### src/sv/ompwm_pkg.sv
package ompwm_pkg;

    // Default sizes
    localparam int NUM_CHANNELS_DEF = 4;
    localparam int COUNT_WIDTH_DEF  = 12;

    // Register field widths
    localparam int PERIOD_W = 12;
    localparam int STEP_W   = 12;
    localparam int BASE_W   = 11;
    localparam int TMAX_W   = 11;
    localparam int SHIFT_W  = 3;
    localparam int CFG_W    = 12;
    localparam int CFG_IDX_W = 3;

    // Item field widths
    localparam int CHAN_W   = 2;
    localparam int MOTOR_W  = 16;
    localparam int TIME_W   = 32;
    localparam int S_DATA_W = 24;

    // Register indexes
    localparam logic [CFG_IDX_W-1:0] REG_PERIOD_TICKS = 3'd0;
    localparam logic [CFG_IDX_W-1:0] REG_TIME_STEP    = 3'd1;
    localparam logic [CFG_IDX_W-1:0] REG_PULSE_BASE   = 3'd2;
    localparam logic [CFG_IDX_W-1:0] REG_THROTTLE_MAX = 3'd3;
    localparam logic [CFG_IDX_W-1:0] REG_TICK_SHIFT   = 3'd4;

    // Reset values
    localparam logic [PERIOD_W-1:0] RST_PERIOD_TICKS = 12'd2500;
    localparam logic [STEP_W-1:0]   RST_TIME_STEP    = 12'd312;
    localparam logic [BASE_W-1:0]   RST_PULSE_BASE   = 11'd1000;
    localparam logic [TMAX_W-1:0]   RST_THROTTLE_MAX = 11'd1000;
    localparam logic [SHIFT_W-1:0]  RST_TICK_SHIFT   = 3'd3;

    // Per-item control from the timebase to every channel
    typedef struct packed {
        logic tick;    // a tick item was accepted
        logic wrap;    // this tick wraps the period
        logic reload;  // wrap with the radio idle: compares reload
    } ompwm_ctrl_t;

endpackage

### src/sv/ompwm_timebase.sv
module ompwm_timebase #(
    parameter int COUNT_WIDTH = ompwm_pkg::COUNT_WIDTH_DEF
) (
    input  logic                              aclk,
    input  logic                              aresetn,
    input  logic                              tick,
    input  logic                              radio_busy,
    input  logic [ompwm_pkg::PERIOD_W-1:0]    period_ticks,
    input  logic [ompwm_pkg::STEP_W-1:0]      time_step_us,
    input  logic [ompwm_pkg::SHIFT_W-1:0]     tick_shift,
    output ompwm_pkg::ompwm_ctrl_t            ctrl,
    output logic [COUNT_WIDTH-1:0]            count_next,
    output logic [ompwm_pkg::TIME_W-1:0]      time_next
);
    import ompwm_pkg::*;

    localparam int PW = (COUNT_WIDTH + 1 > PERIOD_W) ? COUNT_WIDTH + 1 : PERIOD_W;

    logic [COUNT_WIDTH-1:0] count_reg;
    logic [TIME_W-1:0]      accum_reg;
    logic [TIME_W-1:0]      accum_next;
    logic [TIME_W-1:0]      accum_step;
    logic [COUNT_WIDTH:0]   count_inc;
    logic                   wrap;

    // Wrap when the incremented count reaches the period
    assign count_inc  = {1'b0, count_reg} + {{COUNT_WIDTH{1'b0}}, 1'b1};
    assign wrap       = tick && (PW'(count_inc) >= PW'(period_ticks));
    assign count_next = !tick ? count_reg :
                        (wrap ? '0 : count_inc[COUNT_WIDTH-1:0]);

    // Time accumulator grows by one step at each wrap
    assign accum_step = accum_reg + TIME_W'(time_step_us);
    assign accum_next = wrap ? accum_step : accum_reg;

    // After a wrap the count is zero, so the readout is the new accumulator
    assign time_next = wrap ? accum_step
                            : accum_reg + TIME_W'(count_next >> tick_shift);

    assign ctrl.tick   = tick;
    assign ctrl.wrap   = wrap;
    assign ctrl.reload = wrap && !radio_busy;

    always_ff @(posedge aclk) begin
        if (!aresetn) begin
            count_reg <= '0;
            accum_reg <= '0;
        end else begin
            count_reg <= count_next;
            accum_reg <= accum_next;
        end
    end

endmodule

### src/sv/ompwm_channel.sv
module ompwm_channel #(
    parameter int COUNT_WIDTH = ompwm_pkg::COUNT_WIDTH_DEF
) (
    input  logic                            aclk,
    input  logic                            aresetn,
    input  ompwm_pkg::ompwm_ctrl_t          ctrl,
    input  logic [COUNT_WIDTH-1:0]          count_next,
    input  logic                            wr_en,
    input  logic [ompwm_pkg::MOTOR_W-1:0]   wr_value,
    input  logic [ompwm_pkg::BASE_W-1:0]    pulse_base_ticks,
    input  logic [ompwm_pkg::TMAX_W-1:0]    throttle_max,
    output logic                            pin_next
);
    import ompwm_pkg::*;

    localparam int SUM_W = BASE_W + 1;

    logic [MOTOR_W-1:0]     pending_reg;
    logic [COUNT_WIDTH-1:0] compare_reg;
    logic [COUNT_WIDTH-1:0] compare_next;
    logic                   pin_reg;
    logic [TMAX_W-1:0]      clamped;
    logic [SUM_W-1:0]       reload_sum;

    // Clamp the signed pending value to 0..throttle_max
    always_comb begin
        if (pending_reg[MOTOR_W-1]) begin
            clamped = '0;
        end else if (pending_reg > MOTOR_W'(throttle_max)) begin
            clamped = throttle_max;
        end else begin
            clamped = pending_reg[TMAX_W-1:0];
        end
    end

    assign reload_sum   = SUM_W'(pulse_base_ticks) + SUM_W'(clamped);
    assign compare_next = ctrl.reload ? COUNT_WIDTH'(reload_sum) : compare_reg;

    // Pin goes high at a wrap, low when the new count meets the compare
    always_comb begin
        if (ctrl.wrap) begin
            pin_next = 1'b1;
        end else if (ctrl.tick && (compare_reg == count_next)) begin
            pin_next = 1'b0;
        end else begin
            pin_next = pin_reg;
        end
    end

    always_ff @(posedge aclk) begin
        if (!aresetn) begin
            pending_reg <= '0;
            compare_reg <= COUNT_WIDTH'(RST_PULSE_BASE);
            pin_reg     <= 1'b1;
        end else begin
            if (wr_en) begin
                pending_reg <= wr_value;
            end
            compare_reg <= compare_next;
            pin_reg     <= pin_next;
        end
    end

endmodule

### src/sv/oneshot_motor_pwm_with_timebase_unit.sv
// One-shot motor pulse generator with a microsecond timebase. Each input item
// is either a timer tick (s_tuser low) or a write of one channel's pending
// throttle (s_tuser high), and every item yields exactly one result in the
// cycle after it is taken, carrying the pin levels, the time and a period-start
// flag. The block takes one item per clock cycle: all of an item's work is a
// single pass of logic from the counter, accumulator and per-channel compare
// registers into the result register, and s_tready drops only while a result
// waits on m_tready. Configuration writes take effect at the next use;
// compares change only when reloaded at a period wrap with the radio idle.
module oneshot_motor_pwm_with_timebase_unit #(
    parameter int NUM_CHANNELS = ompwm_pkg::NUM_CHANNELS_DEF,
    parameter int COUNT_WIDTH  = ompwm_pkg::COUNT_WIDTH_DEF
) (
    input  logic                                  aclk,
    input  logic                                  aresetn,
    // config write port
    input  logic                                  cfg_we,
    input  logic [ompwm_pkg::CFG_IDX_W-1:0]       cfg_addr,
    input  logic [ompwm_pkg::CFG_W-1:0]           cfg_wdata,
    // input items
    input  logic                                  s_tvalid,
    output logic                                  s_tready,
    // channel[1:0], motor_value[17:2], radio_busy[18], zero [23:19]
    input  logic [ompwm_pkg::S_DATA_W-1:0]        s_tdata,
    // opcode[0]: 0 tick, 1 write pending value
    input  logic                                  s_tuser,
    // result items
    output logic                                  m_tvalid,
    input  logic                                  m_tready,
    // pwm_levels[NUM_CHANNELS-1:0], time_us above it, zero fill to a byte
    output logic [((NUM_CHANNELS + 32 + 7) / 8) * 8 - 1:0] m_tdata,
    // period_start[0]
    output logic                                  m_tuser
);
    import ompwm_pkg::*;

    localparam int M_DATA_W = ((NUM_CHANNELS + TIME_W + 7) / 8) * 8;

    // Configuration registers
    logic [PERIOD_W-1:0] period_reg;
    logic [STEP_W-1:0]   step_reg;
    logic [BASE_W-1:0]   base_reg;
    logic [TMAX_W-1:0]   tmax_reg;
    logic [SHIFT_W-1:0]  shift_reg;

    always_ff @(posedge aclk) begin
        if (!aresetn) begin
            period_reg <= RST_PERIOD_TICKS;
            step_reg   <= RST_TIME_STEP;
            base_reg   <= RST_PULSE_BASE;
            tmax_reg   <= RST_THROTTLE_MAX;
            shift_reg  <= RST_TICK_SHIFT;
        end else if (cfg_we) begin
            case (cfg_addr)
                REG_PERIOD_TICKS: period_reg <= cfg_wdata[PERIOD_W-1:0];
                REG_TIME_STEP:    step_reg   <= cfg_wdata[STEP_W-1:0];
                REG_PULSE_BASE:   base_reg   <= cfg_wdata[BASE_W-1:0];
                REG_THROTTLE_MAX: tmax_reg   <= cfg_wdata[TMAX_W-1:0];
                REG_TICK_SHIFT:   shift_reg  <= cfg_wdata[SHIFT_W-1:0];
                default: ;
            endcase
        end
    end

    // Input item decode
    logic                 accept;
    logic                 tick;
    logic                 wr;
    logic [CHAN_W-1:0]    in_channel;
    logic [MOTOR_W-1:0]   in_value;
    logic                 in_busy;

    assign accept     = s_tvalid && s_tready;
    assign tick       = accept && !s_tuser;
    assign wr         = accept && s_tuser;
    assign in_channel = s_tdata[CHAN_W-1:0];
    assign in_value   = s_tdata[CHAN_W +: MOTOR_W];
    assign in_busy    = s_tdata[CHAN_W + MOTOR_W];

    // Shared counter and time accumulator
    ompwm_ctrl_t            ctrl;
    logic [COUNT_WIDTH-1:0] count_next;
    logic [TIME_W-1:0]      time_next;

    ompwm_timebase #(
        .COUNT_WIDTH (COUNT_WIDTH)
    ) u_timebase (
        .aclk         (aclk),
        .aresetn      (aresetn),
        .tick         (tick),
        .radio_busy   (in_busy),
        .period_ticks (period_reg),
        .time_step_us (step_reg),
        .tick_shift   (shift_reg),
        .ctrl         (ctrl),
        .count_next   (count_next),
        .time_next    (time_next)
    );

    // One pulse channel per motor
    logic [NUM_CHANNELS-1:0] levels_next;

    for (genvar i = 0; i < NUM_CHANNELS; i++) begin : g_chan
        logic wr_en;
        assign wr_en = wr && (32'(in_channel) == i);

        ompwm_channel #(
            .COUNT_WIDTH (COUNT_WIDTH)
        ) u_channel (
            .aclk             (aclk),
            .aresetn          (aresetn),
            .ctrl             (ctrl),
            .count_next       (count_next),
            .wr_en            (wr_en),
            .wr_value         (in_value),
            .pulse_base_ticks (base_reg),
            .throttle_max     (tmax_reg),
            .pin_next         (levels_next[i])
        );
    end

    // Result register; a new item is taken whenever the slot frees this cycle
    logic                    m_valid_reg;
    logic                    m_valid_next;
    logic [NUM_CHANNELS-1:0] m_levels_reg;
    logic [TIME_W-1:0]       m_time_reg;
    logic                    m_start_reg;

    assign s_tready     = !m_valid_reg || m_tready;
    assign m_valid_next = accept || (m_valid_reg && !m_tready);

    always_ff @(posedge aclk) begin
        if (!aresetn) begin
            m_valid_reg <= 1'b0;
        end else begin
            m_valid_reg <= m_valid_next;
        end
    end

    always_ff @(posedge aclk) begin
        if (accept) begin
            m_levels_reg <= levels_next;
            m_time_reg   <= time_next;
            m_start_reg  <= ctrl.wrap;
        end
    end

    assign m_tvalid = m_valid_reg;
    assign m_tdata  = M_DATA_W'({m_time_reg, m_levels_reg});
    assign m_tuser  = m_start_reg;

endmodule

### config.mk
export PLATFORM = sky130hd
export DESIGN_NAME = oneshot_motor_pwm_with_timebase_unit
export DESIGN_NICKNAME = d
export VERILOG_FILES = /design/src/sv/ompwm_pkg.sv /design/src/sv/ompwm_timebase.sv /design/src/sv/ompwm_channel.sv /design/src/sv/oneshot_motor_pwm_with_timebase_unit.sv
export SDC_FILE = /design/constraint.sdc
export NUM_CORES = 1
export LEC_CHECK = 0
export BUFFER_PORTS_ARGS = -buffer_cell sky130_fd_sc_hd__buf_2
export CAP_MARGIN = 30
export CELL_PAD_IN_SITES_DETAIL_PLACEMENT = 1
export CELL_PAD_IN_SITES_GLOBAL_PLACEMENT = 1
export CORE_MARGIN = 4
export CORE_UTILIZATION = 28
export DETAILED_ROUTE_END_ITERATION = 10
export PLACE_DENSITY_LB_ADDON = 0.1
export SLEW_MARGIN = 15
export SYNTH_ARGS = -nofsm -noshare
export SYNTH_HDL_FRONTEND = slang
export SYNTH_SLANG_ARGS = --single-unit
### constraint.sdc
create_clock -name aclk -period 13.5 [get_ports aclk]
set_clock_uncertainty 0.2 [all_clocks]
set_input_delay 2.025 -clock aclk [delete_from_list [all_inputs] [get_ports aclk]]
set_output_delay 2.025 -clock aclk [all_outputs]
set_load 0.02 [all_outputs]
==> flow_summary.ini, run 1 <==
[power]
leakage_nw = 7.49
p_sw_frac = 0.265
pwr-share-clk = 0.481
seq_power_share = 0.405
intPower_w = 0.00140
total_power_w = 0.00191
p_sw_w = 0.000505
p_comb_frac = 0.114
ir_worst_vdd_v = 0.0000615
powerDensity_nw_per_um2 = 108

[grt]
grt_overflow_total = 0
grt_use_total = 0.187
antenna_found_initial = 2
grt_pass1_vias = 14500
grt_max_degree = 67
grt_pass1_wl_um = 86500

[clock_network]
worstSkewPairLatency_ns = 0.55
cts_buffer_depth = 3
cts_resized = 0
cts-htree-levels = 2
tritoncts = yes
postCtsSetupBuffers = 0
postCtsHoldBufs = 0
cts_buffers = 34
clk_pin_slew_ns = 0.06
cts_sinks = 247
cts-root-buf = clkbuf_16

[final_layout]
num-fill-cells = 6529
final-seq-area_um2 = 5320
nNetsFinal = 2112
drive_gt1_frac = 0.0970
multi_input_area_um2 = 9490
largest_reg_flops = 64
area_growth_pct = 14.1

[detailed_routing]
route.detailed.drc = 0
drt-total-wl_um = 56200
viasPerCell = 5.06
vias = 13700
detail_route.wl_per_cell_um = 20.8
drt_iter0_drc = 595
ant_nets = 0
drt_pass1_iterations = 5

[critical_path]
critPathArrivalTime_ns = 8.26
worstSetupStartpointType = register
setup.worst_path.end_class = register
cp.required_ns = 13.57
crit_fanout = 30
criticalPathCategory = reg2reg

[timing]
setup_viol = 0
setup_tns_ns = 0
tightest_slew_ns = 0.967
slew_violations = 0
period_minus_slack_ns = 8.18
slew_headroom = 0.353
fmax_ghz = 0.122
timing.hold.ws_ns = 0.256
hold_violations = 0
min_period_over_period = 0.606
rsz0062_at_grt = false

[yosys]
synthFlopType = dfxtp_1
synth_area_um2 = 15500
synthTopCellsByArea = dfxtp_1, ha_1, nand2_1
synth_top_area_share = 0.271
yosysWarnings = 0
ys_seq_area_frac = 0.342
synth_seq_cells = 247
syn_avg_cell_area_um2 = 8.15
yosysUniqueCellTypes = 90
synth_enable_flop_cells = 37
synthCells = 1905
yosysMostFrequentCell = nand2_1
synth_top_area_cell = dfxtp_1
synthArstFlopShare = 0
synthTopCellsByCount = nand2_1, dfxtp_1, a21oi_1

[floorplanning]
rows = 86
die_h_um = 243
dieArea_um2 = 59300
die_w_um = 243
io-pin-count = 88
coreArea_um2 = 55000
initial_utilization = 0.282

[flow_run]
cap_viol_max_count = 0

[placed_design]
dp_hpwl_um = 43200
place_congestion = 0.868
portBuffers = 78

[status]
status = complete, no violations

[worst_hold_path]
hp-class = reg2reg
[final timing paths]
kind	startpoint	end	slack [ns]	cells after the start
hold reg to reg	period_reg[1]$_SDFFE_PN0P_	period_reg[1]$_SDFFE_PN0P_	0.26	2
hold / removal	period_reg[1]$_SDFFE_PN0P_	period_reg[1]$_SDFFE_PN0P_	0.26	2
setup reg to reg	u_timebase.count_reg[0]$_SDFF_PN0_	m_time_reg[23]$_DFFE_PP_	5.32	25
setup / recovery	u_timebase.count_reg[0]$_SDFF_PN0_	m_time_reg[23]$_DFFE_PP_	5.32	25
[power groups by stage]
| stage | sequential [W] | clock [W] | combinational [W] |
|---|---|---|---|
| global route | 0.000774 | 0.000970 | 0.000242 |
| global placement | 0.000788 | 0 | 0.000215 |
| detailed placement | 0.000789 | 0 | 0.000220 |
| floorplan | 0.000789 | 0 | 0.000142 |
| finish | 0.000773 | 0.000916 | 0.000217 |
| CTS | 0.000773 | 0.000950 | 0.000221 |
[metrics by stage]
stage / instance area [um2] / cells / utilization / setup WS (ns)
6_report: 17700 / 2708 / 0.322 / 5.32
5_1_grt: 17700 / 2707 / 0.322 / 4.65
4_1_cts: 17700 / 2707 / 0.322 / 5.25
3_5_place_dp: 16600 / 2648 / 0.302 / 5.29
3_3_place_gp: 16600 / 2645 / 0.301 / 5.26
2_1_floorplan: 15500 / 1908 / - / 7.17
[critical path, cell delays in order (launching register included)]
cell and delay [ns]:
dfxtp_1 0.62, ha_1 0.46, nand3_4 0.24, nor2_1 0.26
xnor2_1 0.31, inv_1 0.23, ha_1 0.35, a21oi_1 0.17
o21ai_0 0.13, a21oi_1 0.30, a211oi_2 0.20, nor2_4 0.77
nand2_1 0.42, mux2i_1 0.36, mux2i_1 0.16, a221oi_1 0.40
ha_1 0.34, nand3_1 0.09, o211ai_1 0.13, nand2b_1 0.20
a41oi_1 0.38, o2111ai_1 0.27, a31oi_2 0.44, or2_1 0.27
nor2_1 0.07, xor2_1 0.14
[layout by cell type, fill, tap and decap left out, drive strengths merged, types with 11 or more instances in the layout]
cell type | Yosys | routed
and3 | 13 | 13
a21oi | 174 | 174
buf | 31 | 97
o21ai | 74 | 74
o211ai | 42 | 42
nor2 | 140 | 140
nand4 | 17 | 17
and2 | 12 | 12
ha | 125 | 125
nand3 | 60 | 60
inv | 79 | 80
nor2b | 17 | 17
o21a | 11 | 11
edfxtp | 37 | 37
xor2 | 41 | 41
a31oi | 12 | 12
nor4 | 12 | 12
nand2b | 13 | 13
or3 | 14 | 14
a21o | 22 | 22
mux2i | 61 | 61
nand2 | 363 | 363
nor3 | 19 | 19
or2 | 12 | 12
a211oi | 18 | 18
clkbuf | 74 | 48
xnor2 | 82 | 82
dfxtp | 210 | 210
[routing by layer]
metal,GRT usage,vias to the layer above,part of all wire
li1,-,6745,-
met5,0,-,0
met3,0.0239,74,0.030
met2,0.326,186,0.48
met1,0.238,6684,0.46
met4,0.0672,0,0.035
[cell type report]
type                            count  share of cell area
Clock inverter                     11             0.00805
Antenna cell                        1            0.000141
Timing Repair Buffer               97              0.0314
Sequential cell                   247               0.300
Clock buffer                       48              0.0550
Inverter                           79              0.0169
Multi-Input combinational cell   1477               0.536
Tap cell                          748              0.0528
[cells by family (layout without fill, tap and decap cells)]
family                     count (synthesis)  after routing  synth area share
xor gates and xnor gates                 123            123            0.0694
adders and majority gates                131            131             0.108
DFF                                      247            247             0.342
buffers and inverters                    184            235            0.0477
other                                      1              5          0.000242
and+or+nand+nor                          723            723             0.214
muxes                                     63             63            0.0408
AOI/OAI and AO/OA                        433            433             0.177
(Power assumes the default switching activity.)
==> inputs of run 2 (changes only) <==
- clock period: 13.5 -> 6.6 ns (I/O delays scaled with it)
==> run 2 against run 1 <==
  * Highest routed layer unchanged
  * Via count is 2.9% higher
  * Combinational power increased by 110%
  * First-iteration DRC count fell by 4.9%
  * Largest power group unchanged
  * Design area increased by 4.7%
  * Power grew 100%
  * Worst setup slack worse by 5.0 ns
  * Die area did not move
  * Non-clock buffer count rose by 91
  * Register-to-register slack worse by 5.0 ns
  * Flip-flop and latch count unchanged
==> flow_summary.ini, run 2 (synthesis gave the netlist of run 1 again) <==
[status]
status = complete, no violations

[critical_path]
setup.worst_path.end_class = register
worst-path-buf-inv = 5
cp_slowest_stage_delay_ns = 0.39
slowest_stage = dfxtp_1
cp_top_family = compound AO/OA/AOI/OAI gates
cp.required_ns = 6.69
critPathMostFrequentCell = buf_4
crit_fanout = 6
worstSetupStartpointType = register
critPathArrivalTime_ns = 6.37
criticalPathCategory = reg2reg

[placed_design]
dp_hpwl_um = 45100
place_congestion = 0.903
dpl_cell_area_um2 = 17200
pre_cts_slack_ns = 0.0107
portBuffers = 78

[floorplanning]
die_w_um = 243
coreArea_um2 = 55000
die_h_um = 243
rows = 86
io-pin-count = 88
initial_utilization = 0.282
dieArea_um2 = 59300

[grt]
grt_pass1_vias = 14500
grt_overflow_total = 0
grt_use_total = 0.190
antenna_found_initial = 1
grt_max_degree = 73
grt_pass1_wl_um = 87600

[timing]
tightest_slew_ns = 0.957
fmax_ghz = 0.159
timing.hold.ws_ns = 0.251
min_period_over_period = 0.951
setup_viol = 0
rsz0062_at_grt = false
setup_tns_ns = 0
finalWorstSetupSlack_ns = 0.326
slew_headroom = 0.361
slew_violations = 0
period_minus_slack_ns = 6.27
hold_violations = 0

[worst_hold_path]
hp-class = reg2reg

[clock_network]
worstSkewPairLatency_ns = 0.54
cts-root-buf = clkbuf_16
cts_buffers = 34
cts-htree-levels = 2
tritoncts = yes
cts_sinks = 247
cts_buffer_depth = 3
clk_pin_slew_ns = 0.06

[detailed_routing]
drt_iter0_drc = 566
vias = 14100
top_layer = met4
wl_met2_um = 28100
wl_met3_um = 1660
route.detailed.drc = 0
viasPerCell = 5.03
ant_nets = 0
met1_length_um = 26400
drt-total-wl_um = 57800
drt_pass1_iterations = 5
detail_route.wl_per_cell_um = 20.6

[final_layout]
drive_gt1_frac = 0.149
area_growth_pct = 19.5
layout_common_cells = nand2_1, dfxtp_1, a21oi_1
largest_reg_flops = 64
postLayoutCellArea_um2 = 18500
nNetsFinal = 2204
final_common_cell = nand2_1
antenna_cells = 0

[power]
total_power_w = 0.00390
leakage_nw = 7.95
powerDensity_nw_per_um2 = 210
ir_worst_vdd_v = 0.000150

[flow_run]
cap_viol_max_count = 0
## run 2: cell type report
type	count	area [um2]
fillers	6511	36400
repair buffers	188	1220
clock inverters	13	161
clock buffers	48	953
multi-input cells	1478	9660
well taps	748	936
inverters	79	299
flip-flops and latches	247	5320
## run 2: what timing repair did
action | in CTS | in global routing
setup endpoints to repair | 5 | 21
gates resized for setup | 1 | 31
cloned | 0 | 1
hold buffers | 0 | 0
buffers inserted | 0 | 2
pin swaps | 0 | 6
## run 2: metal layers
metal / global-route usage / up-vias
li1: - / 6929
met4: 0.0621 / 0
met2: 0.333 / 191
met3: 0.0232 / 78
met1: 0.244 / 6890
met5: 0 / -
## run 2: worst register-to-register path, stage by stage, from the launching register on
cell,delay (ns)
dfxtp_1,0.39
ha_2,0.23
nand3_4,0.13
nor3_1,0.23
xnor2_1,0.18
ha_1,0.27
and2_4,0.15
a221o_1,0.38
or3_1,0.39
buf_4,0.19
a211o_1,0.24
buf_4,0.14
nand2_1,0.16
o21ai_0,0.15
a221oi_1,0.34
buf_4,0.19
ha_1,0.26
nor2b_1,0.14
o21a_1,0.17
o21ai_0,0.18
buf_4,0.16
a21oi_2,0.06
o31a_1,0.33
o41ai_2,0.24
buf_4,0.20
o21bai_4,0.11
nand3_1,0.13
xnor2_1,0.07
## run 2: path summary, 6_finish.rpt
check                                                         from                                               end  slack (ns)  cells past startpoint
setup reg to reg                u_timebase.count_reg[1]$_SDFF_PN0_                          m_time_reg[30]$_DFFE_PP_        0.33                     27
hold reg to reg   g_chan[0].u_channel.pending_reg[11]$_SDFFE_PN0P_  g_chan[0].u_channel.pending_reg[11]$_SDFFE_PN0P_        0.25                      2
hold / removal    g_chan[0].u_channel.pending_reg[11]$_SDFFE_PN0P_  g_chan[0].u_channel.pending_reg[11]$_SDFFE_PN0P_        0.25                      2
setup / recovery                u_timebase.count_reg[1]$_SDFF_PN0_                          m_time_reg[30]$_DFFE_PP_        0.33                     27
## run 2: per-stage QoR
stage,cells,util
global route,2801,0.337
global placement,2737,0.314
finish,2801,0.337
floorplan,1908,-
CTS,2798,0.334
detailed placement,2737,0.314
## run 2: power breakdown
part,switching (W),internal [W]
combinational,0.000287,0.000171
sequential,0.0000241,0.00155
clock,0.000736,0.00113
total,0.00105,0.00285
